**config.mk**
```make
export PLATFORM = sky130hd
export DESIGN_NAME = timer_expiry_queue_flat
export DESIGN_NICKNAME = d
export VERILOG_FILES = /design/src/hw/rtl/tmq_pkg.sv /design/src/hw/rtl/tmq_in_if.sv /design/src/hw/rtl/tmq_out_if.sv /design/src/hw/rtl/tmq_div1000.sv /design/src/hw/rtl/timer_expiry_queue.sv /design/src/flat_wrapper.sv
export SDC_FILE = /design/constraint.sdc
export NUM_CORES = 2
export LEC_CHECK = 0
export ABC_AREA = 0
export BUFFER_PORTS_ARGS = -buffer_cell sky130_fd_sc_hd__buf_4
export CORE_ASPECT_RATIO = 1.25
export CORE_MARGIN = 1.5
export CORE_UTILIZATION = 40
export DETAILED_ROUTE_END_ITERATION = 10
export PLACE_DENSITY = 0.58
export SLEW_MARGIN = 25
export SYNTH_ARGS = -nofsm -noshare
export SYNTH_HDL_FRONTEND = slang
export SYNTH_SLANG_ARGS = --single-unit
```
**constraint.sdc**
```tcl
create_clock -name i_clk -period 9.3 [get_ports i_clk]
set_input_delay 1.395 -clock i_clk [delete_from_list [all_inputs] [get_ports i_clk]]
set_output_delay 1.395 -clock i_clk [all_outputs]
set_load 0.005 [all_outputs]
```
**src/hw/rtl/tmq_pkg.sv**
```systemverilog
`timescale 1ns / 1ps
// Shared types and constants for the timer expiry queue.
// No dependencies; every other file of the block imports this package.
package tmq_pkg;

    localparam int NOW_W     = 64;
    localparam int IV_W      = 36;
    localparam int MS_W      = 63;
    localparam int SECS_W    = 16;
    localparam int HANDLE_W  = 4;
    localparam int SLOT_W    = 4;
    localparam int MAX_OUT   = 16;

    localparam int unsigned US_PER_MS = 1000;

    localparam logic [19:0]     US_PER_S       = 20'd1000000;
    localparam logic [MS_W-1:0] MIN_TIMEOUT_MS = 63'd1000;
    localparam logic [MS_W-1:0] YEAR_MS        = 63'd31536000000;

    typedef logic [1:0] t_op;
    typedef logic [2:0] t_kind;

    localparam t_op OP_ARM   = 2'd0;
    localparam t_op OP_KILL  = 2'd1;
    localparam t_op OP_TICK  = 2'd2;
    localparam t_op OP_QUERY = 2'd3;

    localparam t_kind KIND_ARMED       = 3'd0;
    localparam t_kind KIND_KILLED      = 3'd1;
    localparam t_kind KIND_FIRED       = 3'd2;
    localparam t_kind KIND_NONE_FIRED  = 3'd3;
    localparam t_kind KIND_MIN_TIMEOUT = 3'd4;
    localparam t_kind KIND_ERROR       = 3'd5;

    typedef struct packed {
        t_op                 operation;
        logic [NOW_W-1:0]    now_us;
        logic [SECS_W-1:0]   seconds;
        logic                periodic;
        logic [HANDLE_W-1:0] handle;
    } t_in_item;

    typedef struct packed {
        t_kind             kind;
        logic [SLOT_W-1:0] slot;
        logic [MS_W-1:0]   timeout_ms;
        logic              last;
    } t_out_item;

endpackage

```
**src/hw/rtl/tmq_in_if.sv**
```systemverilog
`timescale 1ns / 1ps
// Valid/ready channel that carries one timer operation beat.
// Depends on tmq_pkg for the payload type.
interface tmq_in_if import tmq_pkg::*; ();
    logic     valid;
    logic     ready;
    t_in_item payload;

    modport source (output valid, output payload, input ready);
    modport sink   (input valid, input payload, output ready);
endinterface

```
**src/hw/rtl/tmq_out_if.sv**
```systemverilog
`timescale 1ns / 1ps
// Valid/ready channel that carries one timer result beat.
// Depends on tmq_pkg for the payload type.
interface tmq_out_if import tmq_pkg::*; ();
    logic      valid;
    logic      ready;
    t_out_item payload;

    modport source (output valid, output payload, input ready);
    modport sink   (input valid, input payload, output ready);
endinterface

```
**src/hw/rtl/tmq_div1000.sv**
```systemverilog
`timescale 1ns / 1ps
// Divide-by-1000 unit for the query path: shift out the factor of 8, then long
// division by 125 in 16-bit digits, one reciprocal multiply per cycle. Depends on tmq_pkg.
module tmq_div1000 import tmq_pkg::*; (
    input  logic            i_clk,
    input  logic            i_rst_n,
    input  logic            i_start,
    input  logic [MS_W-1:0] i_dividend,
    output logic            o_busy,
    output logic [MS_W-1:0] o_quotient
);
    localparam int DIG_W  = 16;
    localparam int NDIG   = 4;
    localparam int ACC_W  = DIG_W * NDIG;
    localparam int CNT_W  = $clog2(NDIG);
    localparam int PRE_SH = 3;
    localparam int REM_W  = 7;
    localparam int T_W    = REM_W + DIG_W;
    localparam int RCP_W  = 24;
    localparam int PROD_W = T_W + RCP_W;
    localparam int RCP_SH = 30;
    localparam logic [T_W-1:0]   DIVISOR = 23'd125;
    localparam logic [RCP_W-1:0] RCP     = 24'd8589935;

    logic              r_busy;
    logic [CNT_W-1:0]  r_cnt;
    logic [ACC_W-1:0]  r_acc;
    logic [REM_W-1:0]  r_rem;
    logic [T_W-1:0]    w_part;
    logic [PROD_W-1:0] w_prod;
    logic [DIG_W-1:0]  w_qd;
    logic [T_W-1:0]    w_back;
    logic [T_W-1:0]    w_rem_n;

    // bring the next digit down beside the running remainder (below 125)
    assign w_part  = {r_rem, r_acc[ACC_W-1 -: DIG_W]};
    // the reciprocal gives floor(w_part / 125) exactly for w_part below 125 * 2^16
    assign w_prod  = PROD_W'(w_part) * PROD_W'(RCP);
    assign w_qd    = w_prod[RCP_SH +: DIG_W];
    assign w_back  = T_W'(w_qd) * DIVISOR;
    assign w_rem_n = w_part - w_back;

    always_ff @(posedge i_clk) begin
        if (!i_rst_n) begin
            r_busy <= 1'b0;
        end else if (i_start) begin
            r_busy <= 1'b1;
            r_cnt  <= '0;
            r_acc  <= ACC_W'(i_dividend[MS_W-1:PRE_SH]);
            r_rem  <= '0;
        end else if (r_busy) begin
            // shift the quotient digit in as the dividend digit moves out
            r_acc <= {r_acc[ACC_W-DIG_W-1:0], w_qd};
            r_rem <= w_rem_n[REM_W-1:0];
            r_cnt <= r_cnt + 1'b1;
            if (r_cnt == CNT_W'(NDIG - 1)) begin
                r_busy <= 1'b0;
            end
        end
    end

    assign o_busy     = r_busy;
    assign o_quotient = r_acc[MS_W-1:0];
endmodule

```
**src/hw/rtl/timer_expiry_queue.sv**
```systemverilog
`timescale 1ns / 1ps
// Timer expiry queue top level: slot table, scan sequencer and result register.
// Depends on tmq_pkg, tmq_in_if, tmq_out_if and tmq_div1000.
//
//  port   | dir | modport | beat
//  -------+-----+---------+------------------------------------------------
//  i_in   | in  | sink    | operation, now_us, seconds, periodic, handle
//  o_out  | out | source  | kind, slot, timeout_ms, last
//
// Steps: an arm computes the interval, then writes the slot; a kill checks and clears its slot; a tick
// firing k < 16 slots makes one table pass per fire and a final one.
// Query: one pass, a subtract and, unless overdue, a four-digit divide; only the pass if empty.
// Reset: synchronous, clears the active and done bits, the state and the valid flags; the expiry,
// interval and mode memories stay unknown until an arm writes them.
// Stalls: each result waits in the output register, a loading state holds while it stays full,
// and i_in.ready rises once the last beat of an item has been loaded.
module timer_expiry_queue import tmq_pkg::*; #(
    parameter int TIMER_SLOTS = 16
) (
    input  logic       i_clk,
    input  logic       i_rst_n,
    tmq_in_if.sink     i_in,
    tmq_out_if.source  o_out
);
    localparam int SW    = $clog2(TIMER_SLOTS);
    localparam int IW    = $clog2(TIMER_SLOTS + 1);
    localparam int FIRE_W = $clog2(MAX_OUT + 1);

    // sequencer states
    localparam logic [3:0] ST_IDLE    = 4'd0;
    localparam logic [3:0] ST_ARM_MUL = 4'd1;
    localparam logic [3:0] ST_ARM_WR  = 4'd2;
    localparam logic [3:0] ST_KILL    = 4'd3;
    localparam logic [3:0] ST_SCAN    = 4'd4;
    localparam logic [3:0] ST_FIRE    = 4'd5;
    localparam logic [3:0] ST_FLUSH   = 4'd6;
    localparam logic [3:0] ST_Q_DIFF  = 4'd7;
    localparam logic [3:0] ST_Q_DIV   = 4'd8;
    localparam logic [3:0] ST_Q_EMIT  = 4'd9;

    logic [3:0] r_state;

    // latched input beat
    t_op                 r_op;
    logic [NOW_W-1:0]    r_now;
    logic [SECS_W-1:0]   r_secs;
    logic                r_per;
    logic [HANDLE_W-1:0] r_handle;

    // slot table: active and per-tick done flags in flops, the rest in memory
    logic [TIMER_SLOTS-1:0] r_active;
    logic [TIMER_SLOTS-1:0] r_done;
    logic [NOW_W-1:0]       r_mem_exp [TIMER_SLOTS];
    logic [IV_W-1:0]        r_mem_iv  [TIMER_SLOTS];
    logic                   r_mem_per [TIMER_SLOTS];
    logic [NOW_W-1:0]       r_rd_exp;
    logic [IV_W-1:0]        r_rd_iv;
    logic                   r_rd_per;

    // arm path
    logic [IV_W-1:0] r_iv;
    logic            r_free_vld;
    logic [SW-1:0]   r_free_idx;
    logic            w_free_vld;
    logic [SW-1:0]   w_free_idx;

    // scan pipeline and running minimum
    logic [IW-1:0]    r_idx;
    logic             r_cmp_vld;
    logic [SW-1:0]    r_cmp_idx;
    logic             r_best_vld;
    logic [SW-1:0]    r_best_idx;
    logic [NOW_W-1:0] r_best_exp;
    logic [IV_W-1:0]  r_best_iv;
    logic             r_best_per;
    logic             w_elig;
    logic             w_take;
    logic             w_scan_end;

    // tick bookkeeping: the newest fired slot is held back until we know
    // whether it is the final beat of the tick
    logic              r_pend_vld;
    logic [SW-1:0]     r_pend_slot;
    logic [FIRE_W-1:0] r_fired;
    logic              w_fire_go;

    // query path
    logic [MS_W-1:0]  r_ms;
    logic [NOW_W-1:0] w_diff;
    logic             w_div_start;
    logic             w_div_busy;
    logic [MS_W-1:0]  w_quo;

    // shared adder and memory write port
    logic [NOW_W-1:0] w_sum;
    logic             w_we_arm;
    logic             w_we_exp;
    logic [SW-1:0]    w_wr_idx;
    logic [SW-1:0]    w_kill_idx;
    logic             w_kill_ok;

    // result register
    logic      r_out_vld;
    t_out_item r_out;
    logic      w_out_free;
    logic      w_out_load;

    assign w_out_free = !r_out_vld || o_out.ready;
    assign i_in.ready = (r_state == ST_IDLE);
    assign o_out.valid   = r_out_vld;
    assign o_out.payload = r_out;

    // a new beat goes into the result register this cycle
    assign w_out_load = (((r_state == ST_ARM_WR) || (r_state == ST_KILL) ||
                          (r_state == ST_FLUSH) || (r_state == ST_Q_EMIT)) && w_out_free) ||
                        (w_fire_go && r_pend_vld);

    // lowest free slot
    always_comb begin
        w_free_vld = 1'b0;
        w_free_idx = '0;
        for (int k = TIMER_SLOTS - 1; k >= 0; k--) begin
            if (!r_active[k]) begin
                w_free_vld = 1'b1;
                w_free_idx = SW'(k);
            end
        end
    end

    // a slot competes when active; on tick also not yet fired and due
    assign w_elig = r_active[r_cmp_idx] &&
                    ((r_op == OP_QUERY) || (!r_done[r_cmp_idx] && (r_rd_exp <= r_now)));
    assign w_take = r_cmp_vld && w_elig && (!r_best_vld || (r_rd_exp < r_best_exp));
    assign w_scan_end = (r_idx == IW'(TIMER_SLOTS)) && !r_cmp_vld;

    assign w_fire_go = (r_state == ST_FIRE) && (!r_pend_vld || w_out_free);

    // one adder serves both arming and periodic re-arming
    assign w_sum    = r_now + NOW_W'((r_state == ST_ARM_WR) ? r_iv : r_best_iv);
    assign w_we_arm = (r_state == ST_ARM_WR) && w_out_free && r_free_vld;
    assign w_we_exp = w_we_arm || (w_fire_go && r_best_per);
    assign w_wr_idx = (r_state == ST_ARM_WR) ? r_free_idx : r_best_idx;

    assign w_kill_idx = SW'(r_handle);
    assign w_kill_ok  = (32'(r_handle) < TIMER_SLOTS) && r_active[w_kill_idx];

    assign w_diff      = r_best_exp - r_now;
    assign w_div_start = (r_state == ST_Q_DIFF) && !w_diff[NOW_W-1];

    tmq_div1000 u_div (
        .i_clk      (i_clk),
        .i_rst_n    (i_rst_n),
        .i_start    (w_div_start),
        .i_dividend (w_diff[MS_W-1:0]),
        .o_busy     (w_div_busy),
        .o_quotient (w_quo)
    );

    // slot memories: one write, one registered read per cycle
    always_ff @(posedge i_clk) begin
        if (w_we_exp) begin
            r_mem_exp[w_wr_idx] <= w_sum;
        end
        if (w_we_arm) begin
            r_mem_iv[w_wr_idx]  <= r_iv;
            r_mem_per[w_wr_idx] <= r_per;
        end
        r_rd_exp <= r_mem_exp[r_idx[SW-1:0]];
        r_rd_iv  <= r_mem_iv[r_idx[SW-1:0]];
        r_rd_per <= r_mem_per[r_idx[SW-1:0]];
    end

    always_ff @(posedge i_clk) begin
        if (!i_rst_n) begin
            r_state    <= ST_IDLE;
            r_out_vld  <= 1'b0;
            r_active   <= '0;
            r_done     <= '0;
            r_pend_vld <= 1'b0;
            r_cmp_vld  <= 1'b0;
            r_best_vld <= 1'b0;
        end else begin
            // drain the result register unless a new beat replaces it
            if (o_out.ready && !w_out_load) begin
                r_out_vld <= 1'b0;
            end

            unique case (r_state)
                ST_IDLE: begin
                    if (i_in.valid) begin
                        r_op       <= i_in.payload.operation;
                        r_now      <= i_in.payload.now_us;
                        r_secs     <= i_in.payload.seconds;
                        r_per      <= i_in.payload.periodic;
                        r_handle   <= i_in.payload.handle;
                        r_done     <= '0;
                        r_pend_vld <= 1'b0;
                        r_fired    <= '0;
                        r_idx      <= '0;
                        r_cmp_vld  <= 1'b0;
                        r_best_vld <= 1'b0;
                        unique case (i_in.payload.operation)
                            OP_ARM:   r_state <= ST_ARM_MUL;
                            OP_KILL:  r_state <= ST_KILL;
                            OP_TICK,
                            OP_QUERY: r_state <= ST_SCAN;
                            default:  r_state <= ST_IDLE;
                        endcase
                    end
                end

                ST_ARM_MUL: begin
                    // seconds * 1e6 always fits the 36-bit interval
                    r_iv       <= IV_W'(r_secs) * IV_W'(US_PER_S);
                    r_free_vld <= w_free_vld;
                    r_free_idx <= w_free_idx;
                    r_state    <= ST_ARM_WR;
                end

                ST_ARM_WR: begin
                    if (w_out_free) begin
                        r_out_vld <= 1'b1;
                        if (r_free_vld) begin
                            r_active[r_free_idx] <= 1'b1;
                            r_out <= '{kind: KIND_ARMED, slot: SLOT_W'(r_free_idx),
                                       timeout_ms: '0, last: 1'b1};
                        end else begin
                            r_out <= '{kind: KIND_ERROR, slot: '0,
                                       timeout_ms: '0, last: 1'b1};
                        end
                        r_state <= ST_IDLE;
                    end
                end

                ST_KILL: begin
                    if (w_out_free) begin
                        r_out_vld <= 1'b1;
                        if (w_kill_ok) begin
                            r_active[w_kill_idx] <= 1'b0;
                            r_out <= '{kind: KIND_KILLED, slot: r_handle,
                                       timeout_ms: '0, last: 1'b1};
                        end else begin
                            r_out <= '{kind: KIND_ERROR, slot: r_handle,
                                       timeout_ms: '0, last: 1'b1};
                        end
                        r_state <= ST_IDLE;
                    end
                end

                ST_SCAN: begin
                    // issue one read per cycle, compare it in the next cycle
                    if (r_idx != IW'(TIMER_SLOTS)) begin
                        r_cmp_vld <= 1'b1;
                        r_cmp_idx <= r_idx[SW-1:0];
                        r_idx     <= r_idx + 1'b1;
                    end else begin
                        r_cmp_vld <= 1'b0;
                    end
                    if (w_take) begin
                        r_best_vld <= 1'b1;
                        r_best_idx <= r_cmp_idx;
                        r_best_exp <= r_rd_exp;
                        r_best_iv  <= r_rd_iv;
                        r_best_per <= r_rd_per;
                    end
                    if (w_scan_end) begin
                        if (r_op == OP_QUERY) begin
                            if (r_best_vld) begin
                                r_state <= ST_Q_DIFF;
                            end else begin
                                r_ms    <= YEAR_MS;
                                r_state <= ST_Q_EMIT;
                            end
                        end else begin
                            r_state <= r_best_vld ? ST_FIRE : ST_FLUSH;
                        end
                    end
                end

                ST_FIRE: begin
                    if (w_fire_go) begin
                        // release the previous fired slot, it is not the last
                        if (r_pend_vld) begin
                            r_out_vld <= 1'b1;
                            r_out <= '{kind: KIND_FIRED, slot: SLOT_W'(r_pend_slot),
                                       timeout_ms: '0, last: 1'b0};
                        end
                        if (!r_best_per) begin
                            r_active[r_best_idx] <= 1'b0;
                        end
                        r_done[r_best_idx] <= 1'b1;
                        r_pend_vld  <= 1'b1;
                        r_pend_slot <= r_best_idx;
                        r_fired     <= r_fired + 1'b1;
                        r_idx       <= '0;
                        r_cmp_vld   <= 1'b0;
                        r_best_vld  <= 1'b0;
                        r_state <= (r_fired == FIRE_W'(MAX_OUT - 1)) ? ST_FLUSH : ST_SCAN;
                    end
                end

                ST_FLUSH: begin
                    if (w_out_free) begin
                        r_out_vld <= 1'b1;
                        if (r_pend_vld) begin
                            r_out <= '{kind: KIND_FIRED, slot: SLOT_W'(r_pend_slot),
                                       timeout_ms: '0, last: 1'b1};
                        end else begin
                            r_out <= '{kind: KIND_NONE_FIRED, slot: '0,
                                       timeout_ms: '0, last: 1'b1};
                        end
                        r_pend_vld <= 1'b0;
                        r_state    <= ST_IDLE;
                    end
                end

                ST_Q_DIFF: begin
                    // a negative difference means the earliest timer is overdue
                    if (w_diff[NOW_W-1]) begin
                        r_ms    <= MIN_TIMEOUT_MS;
                        r_state <= ST_Q_EMIT;
                    end else begin
                        r_state <= ST_Q_DIV;
                    end
                end

                ST_Q_DIV: begin
                    if (!w_div_busy) begin
                        r_ms    <= (w_quo < MIN_TIMEOUT_MS) ? MIN_TIMEOUT_MS : w_quo;
                        r_state <= ST_Q_EMIT;
                    end
                end

                ST_Q_EMIT: begin
                    if (w_out_free) begin
                        r_out_vld <= 1'b1;
                        r_out <= '{kind: KIND_MIN_TIMEOUT, slot: '0,
                                   timeout_ms: r_ms, last: 1'b1};
                        r_state <= ST_IDLE;
                    end
                end

                default: r_state <= ST_IDLE;
            endcase
        end
    end
endmodule

```
**src/flat_wrapper.sv**
```systemverilog
// flat-port wrapper written by rule: the top's interface ports become plain ports
module timer_expiry_queue_flat import tmq_pkg::*;
#(
    parameter int TIMER_SLOTS = 16
)
  (i_clk, i_rst_n, i_in_valid, i_in_payload, i_in_ready, o_out_valid, o_out_payload, o_out_ready);
  tmq_in_if i_in_i ();
  tmq_out_if o_out_i ();
  input  logic i_clk;
  input  logic i_rst_n;
  input wire logic [$bits(i_in_i.valid)-1:0] i_in_valid;
  input wire logic [$bits(i_in_i.payload)-1:0] i_in_payload;
  output wire logic [$bits(i_in_i.ready)-1:0] i_in_ready;
  output wire logic [$bits(o_out_i.valid)-1:0] o_out_valid;
  output wire logic [$bits(o_out_i.payload)-1:0] o_out_payload;
  input wire logic [$bits(o_out_i.ready)-1:0] o_out_ready;
  assign i_in_i.valid = i_in_valid;
  assign i_in_i.payload = i_in_payload;
  assign i_in_ready = i_in_i.ready;
  assign o_out_valid = o_out_i.valid;
  assign o_out_payload = o_out_i.payload;
  assign o_out_i.ready = o_out_ready;
  timer_expiry_queue #(.TIMER_SLOTS(TIMER_SLOTS)) u_core (.i_clk(i_clk), .i_rst_n(i_rst_n), .i_in(i_in_i), .o_out(o_out_i));
endmodule
```
---- Word level (Yosys, flattened, before mapping) ----
Memory sizes are Yosys's and may differ from the RTL's. A register that Yosys moved wholly into a read port is not among the register bits.
Cells that the tools add are included.
cells by class
  $mul .................................... 3
  muxes and demuxes ....................... 100
  equality and inequality tests ........... 35
  div/mod/pow operators ................... 0
  add/subtract/negate cells ............... 6
  $lt $le $gt $ge ......................... 10
  bitwise operators ....................... 6
  reductions and logical operators ........ 63
  shift-type cells ........................ 0
operator list
  kind                                                                            number
  71-bit two-way mux                                                              8
  63-bit two-way mux                                                              6
  71-bit one-hot mux with 5 select lines                                          1
  63-bit one-hot mux with 3 select lines                                          1
  16-bit two-way mux                                                              8
  69-bit two-way mux                                                              1
  64-bit adder                                                                    1
  64-bit less-or-equal comparator                                                 1
  64-bit less-than comparator                                                     1
  4-bit two-way mux                                                               16
  64-bit two-way mux                                                              1
  64-bit subtractor                                                               1
  63-bit by 10-bit less-than comparator with 1-bit output, second input constant  1
  60-bit two-way mux                                                              1
  16-bit one-hot mux with 3 select lines                                          1
  23-bit by 24-bit multiplier with 46-bit output, second input constant           1
  36-bit two-way mux                                                              1
  16-bit AND                                                                      2
  16-bit inverter                                                                 2
  16-bit OR                                                                       2
  16-bit one-hot mux with 2 select lines                                          1
  16-bit by 14-bit multiplier with 30-bit output, second input constant           1
  2-bit by 1-bit inequality test with 1-bit output, second input constant         14
  4-bit one-hot mux with 7 select lines                                           1
  45 further kinds                                                                149
storage, ports and cells
  ROM bits ................................ 0
  bits of input ports ..................... 91
  register bits ........................... 529
  RAM bits ................................ 1520
  bits in latches ......................... 0
  memories kept ........................... 3
  output and inout port bits .............. 73
memories
  name              words  width  read ports  clocked after Yosys merged registers in  wr ports  RTL line                  text
  u_core.r_mem_exp  16     64     1           1                                        1         timer_expiry_queue.sv:53  logic [NOW_W-1:0] r_mem_exp [TIMER_SLOTS];
  u_core.r_mem_iv   16     30     1           1                                        1         timer_expiry_queue.sv:54  logic [IV_W-1:0] r_mem_iv [TIMER_SLOTS];
  u_core.r_mem_per  16     1      1           1                                        1         timer_expiry_queue.sv:55  logic r_mem_per [TIMER_SLOTS];

---- Depth between registers and ports, before layout ----
  depth after elaboration ................. 15
  depth in mapped cells ................... 40

---- Hierarchy ----
From an unflattened synthesis, not the netlist that was laid out.
unflattened totals
  cells, all modules ...................... 6021
  area, all modules ....................... 99322.8 sq um
by module, submodules not included
  module              area each (sq um)  times used  seq. area each (sq um)  cells an instance
  timer_expiry_queue  87004.7            1           59547.1                 4890
  tmq_div1000         12318.1            1           2212.1                  1131

---- Least setup slack after synthesis ----
Ideal clock, no wire load.
  path kind ............................... reg2reg
  start point ............................. register u_core.u_div.r_rem[4]
  end point ............................... register u_core.u_div.r_rem[6], data pin
  clock period less this slack ............ 9.330 ns
  cell stages (with the launch flop) ...... 35
  setup time .............................. 0.270 ns
  required time ........................... 9.030 ns
  arrival time ............................ 9.061 ns
  slack ................................... -0.030 ns
  cells stage by stage .................... edfxtp_1 > fa_1 > fa_1 > inv_1 > fa_1 > inv_1 > fa_1 > fa_1 > fa_1 > inv_1 > fa_1 > inv_1 > ha_1 > a21oi_1 > o21ai_0 > a41oi_1 > o21ai_0 > and2_1 > o31ai_1 > nor2b_1 > inv_1 > a21oi_1 > xor2_1 > fa_1 > fa_1 > inv_1 > fa_1 > inv_1 > ha_1 > a21oi_1 > xnor2_1 > xnor3_1 > xnor2_1 > xnor2_1 > a21oi_1
between the ends
  cells in the longest elaborated chain, start to end .. 4
ends and longest elaborated chain
  element                                         RTL line           text
  from (decl)                                     tmq_div1000.sv:28  logic [REM_W-1:0] r_rem;
  from (signal assigned)                          tmq_div1000.sv:54  r_rem <= w_rem_n[REM_W-1:0];
  23-bit by 24-bit multiplier with 46-bit output  tmq_div1000.sv:38  assign w_prod = PROD_W'(w_part) * PROD_W'(RCP);
  16-bit by 7-bit multiplier with 7-bit output    tmq_div1000.sv:40  assign w_back = T_W'(w_qd) * DIVISOR;
  7-bit subtractor                                tmq_div1000.sv:41  assign w_rem_n = w_part - w_back;
  7-bit two-way mux                               tmq_div1000.sv:51  end else if (r_busy) begin
No other way between the ends. The select of a mux whose other input is x is not followed.
A chain may end at the register's enable or synchronous reset.

---- Worst setup path in the final report ----
  start point ............................. register u_core.u_div.r_rem[6]
  end point ............................... register u_core.u_div.r_rem[6], data pin
Same word-level chain as after synthesis.

==> reports/metrics.cfg <==
[outcome]
status = finished, final reports clean

[synth]
synth_compound_area_share_pct = 4.10
synth_top_area_share_pct = 60.2
synth-xor-area-share_pct = 1.57
yosys_warnings = 0
synth_top_family_by_area = adder cells
synthTopCellsByArea = edfxtp_1, mux4_2, ha_1
ys.flop_type = edfxtp_1
syn-cell-area_mm2 = 0.0981
yosysTopAreaCell = edfxtp_1
synth-edff-count = 1966
synth_mux_area_share_pct = 12.0
synth_cell_type_count = 75
syn_avg_cell_area_um2 = 16.7
synthSimpleGateAreaFrac_pct = 4.57
ys_seq_area_share_pct = 63.0
synthesis.nets = 6771
synthArstFlopShare_pct = 0
synthAdderAreaFrac_pct = 12.0
synth_cells = 5867
yosys_register_bits = 2102

[timing]
finalMaxSlewViolations = 0
layout_setup_ws_ns = 0.231
tightest_slew_ns = 1.08
fmax_mhz = 110
final-hold-violation-count = 0
setup_tns_ns = 0
maxSlewHeadroom_pct = 27.8
skew_ns = 0.0738
post-route-period-util_pct = 97.5
rsz0062_at_grt = yes
finalSetupViolCount = 0
min_period_ns = 9.07

[power_and_ir_drop]
pwr-share-comb_pct = 49.0
seq_power_share_pct = 30.9
power.clock.fraction_pct = 20.1
peakVddDrop_mv = 2.14
powerDensity_mw_per_mm2 = 375
p_int_uw = 27000
p_sw_share_pct = 36.2
switching_power_uw = 15300
p_leak_uw = 0.0412

[global_route]
grt_overflow = 0
grt_pass1_wl_um = 376000
grt_max_degree = 120
antenna_found_initial = 8
first_global_vias = 55000
grt_usage_pct = 20.8

[floorplanning]
initial_core_util_pct = 40.1
die_h_um = 557
fp.dieArea_mm2 = 0.248
core-area_mm2 = 0.244
row_count = 203
die_x_um = 446
pin_count = 164

[placed_design]
gp_congestion = 0.895
hpwl_um = 171000
io_buffers = 163
dp_worst_setup_slack_ns = -0.531

[detailed_routing]
drc = 0
drt_wl_total_um = 259000
wl_per_cell_um = 26.4
ant_nets = 0
vias_per_cell = 5.42
via_count = 53100
dr.pass1.iters = 6
drtIter0Drc = 4413

[clock_tree]
path_clk_slew_ns = 0.06
cts_sinks = 2102
clock_latency_ns = 0.89
cts_root_buf = clkbuf_16
htree_levels = 4
clock_path_buffers = 4
tritoncts = yes
cts_buffers = 213

[finish]
syn_to_final_growth_pct = 15.0
nets = 7242
drive_gt1_share_pct = 23.0
layout_common_cells = edfxtp_1, ha_1, inv_1, mux4_2, buf_4
final_common_cell = edfxtp_1

[critical_path]
cp_slowest_cell = fa_1
cp_max_fo = 4
critPathLaunchType = flop
end_kind = flop
crit_type = reg2reg
critPathArrivalTime_ns = 9.63
cpMostUsedCell = inv_2
cp_data_required_time_ns = 9.87
slowest_delay_ns = 0.56

[job]
maxCapViolCount = 0

[worst_hold_path]
holdCritPathClass = reg2reg

[registers in the layout, indices dropped and copies added, names as in the netlist, 16 cells and up]
signal,cells
u_core.r_ms,63
u_core.r_done,16
u_core.r_rd_exp,64
u_core.r_rd_iv,30
u_core.r_best_exp,64
u_core.r_best_iv,30
u_core.u_div.r_acc,64
u_core.r_mem_exp,1024
u_core.r_now,64
u_core.r_secs,16
u_core.o_out.payload,71
u_core.r_mem_iv,480
u_core.r_active,16
u_core.r_mem_per,16
u_core.r_iv,30
[cells in the mapped netlist (11+ instances only)]
library cell / count
or3_1: 11
xor2_1: 47
o21a_1: 19
edfxtp_1: 1966
nand3_1: 64
mux4_2: 490
a21oi_1: 191
a31oi_1: 33
dfxtp_1: 136
a21o_1: 135
mux2i_1: 12
nor2b_1: 42
fa_1: 219
nand2_1: 213
a211oi_1: 12
o211ai_1: 12
o21bai_1: 26
ha_1: 594
inv_1: 532
and2_1: 124
nor4_1: 26
xnor2_1: 126
nand2b_1: 32
nor2_1: 196
nor3_1: 56
nand4_1: 56
o21ai_0: 104
buf_1: 32
and3_1: 34
clkbuf_1: 140
mux2_2: 51
[kinds of logic after synthesis]
kind of cell	count (synthesis)
flip-flops	2102
AND/OR/NAND/NOR	888
AO/OA/AOI/OAI	622
multiplexers	555
buffers and inverters	713
adder cells (fa/ha/maj)	813
XOR/XNOR	174
[worst max-delay path: cells and delay by family, from the launching register on]
kind	cells	cell delay, ns
fa+ha+maj	13	5.60
compound gates	9	1.17
flops	1	0.48
simple gates	2	0.24
xor+xnor	5	0.89
buf+inv	8	0.41
[path summary, 6_finish.rpt]
path                                             from                                   to  slack [ns]  cells past startpoint
setup / recovery  u_core.u_div.r_rem[6]$_SDFFCE_PP0P_  u_core.u_div.r_rem[6]$_SDFFCE_PP0P_        0.23                     37
hold / removal             u_core.r_rd_iv[17]$_DFF_P_       u_core.r_best_iv[17]$_DFFE_PP_        0.36                      0
setup reg to reg  u_core.u_div.r_rem[6]$_SDFFCE_PP0P_  u_core.u_div.r_rem[6]$_SDFFCE_PP0P_        0.23                     37
hold reg to reg            u_core.r_rd_iv[17]$_DFF_P_       u_core.r_best_iv[17]$_DFFE_PP_        0.36                      0
[per-layer routing]
metal,vias to the layer above,global-route usage [%],routed length [um]
met5,-,0,0
li1,23400,-,-
met4,0,5.76,7250
met2,1442,36.9,134000
met3,322,2.28,11800
met1,27800,26.8,106000
[what timing repair did]
item	CTS	global route
pin swaps	38	59
buffers inserted	10	14
endpoints found under the setup margin	2	2
resized for setup	39	64
hold buffers	0	0
[layout make-up]
type,instances,area (um^2)
clock buffers,276,5820
inverters,534,2000
fillers,21200,131000
flip-flops and latches,2102,61800
well taps,3280,4100
repair buffers,435,3350
diodes,1,2.50
clock inverters,112,1070
multi-input cells,3052,34700
[power by group through the flow]
stage	registers (uW)	clock network, uW	logic [uW]
global route	13100	9030	21800
detailed placement	13400	0	19500
CTS	13100	8690	20200
floorplan	13100	0	13700
global placement	13300	0	19500
finish	13100	8510	20800
[metrics by stage]
stage	hold slack [ns]	utilization [%]	cells	power, uW	cell area [um^2]
final	0.359	46.2	9792	42400	113000
after global routing	0.397	46.2	9792	44000	113000
after detailed placement	0.389	43.0	9379	32900	105000
after global placement	0.385	43.0	9379	32800	105000
after floorplan	0.386	-	5867	26800	98100
after CTS	0.358	45.9	9777	42000	112000
Power figures use the tool's default switching activity.
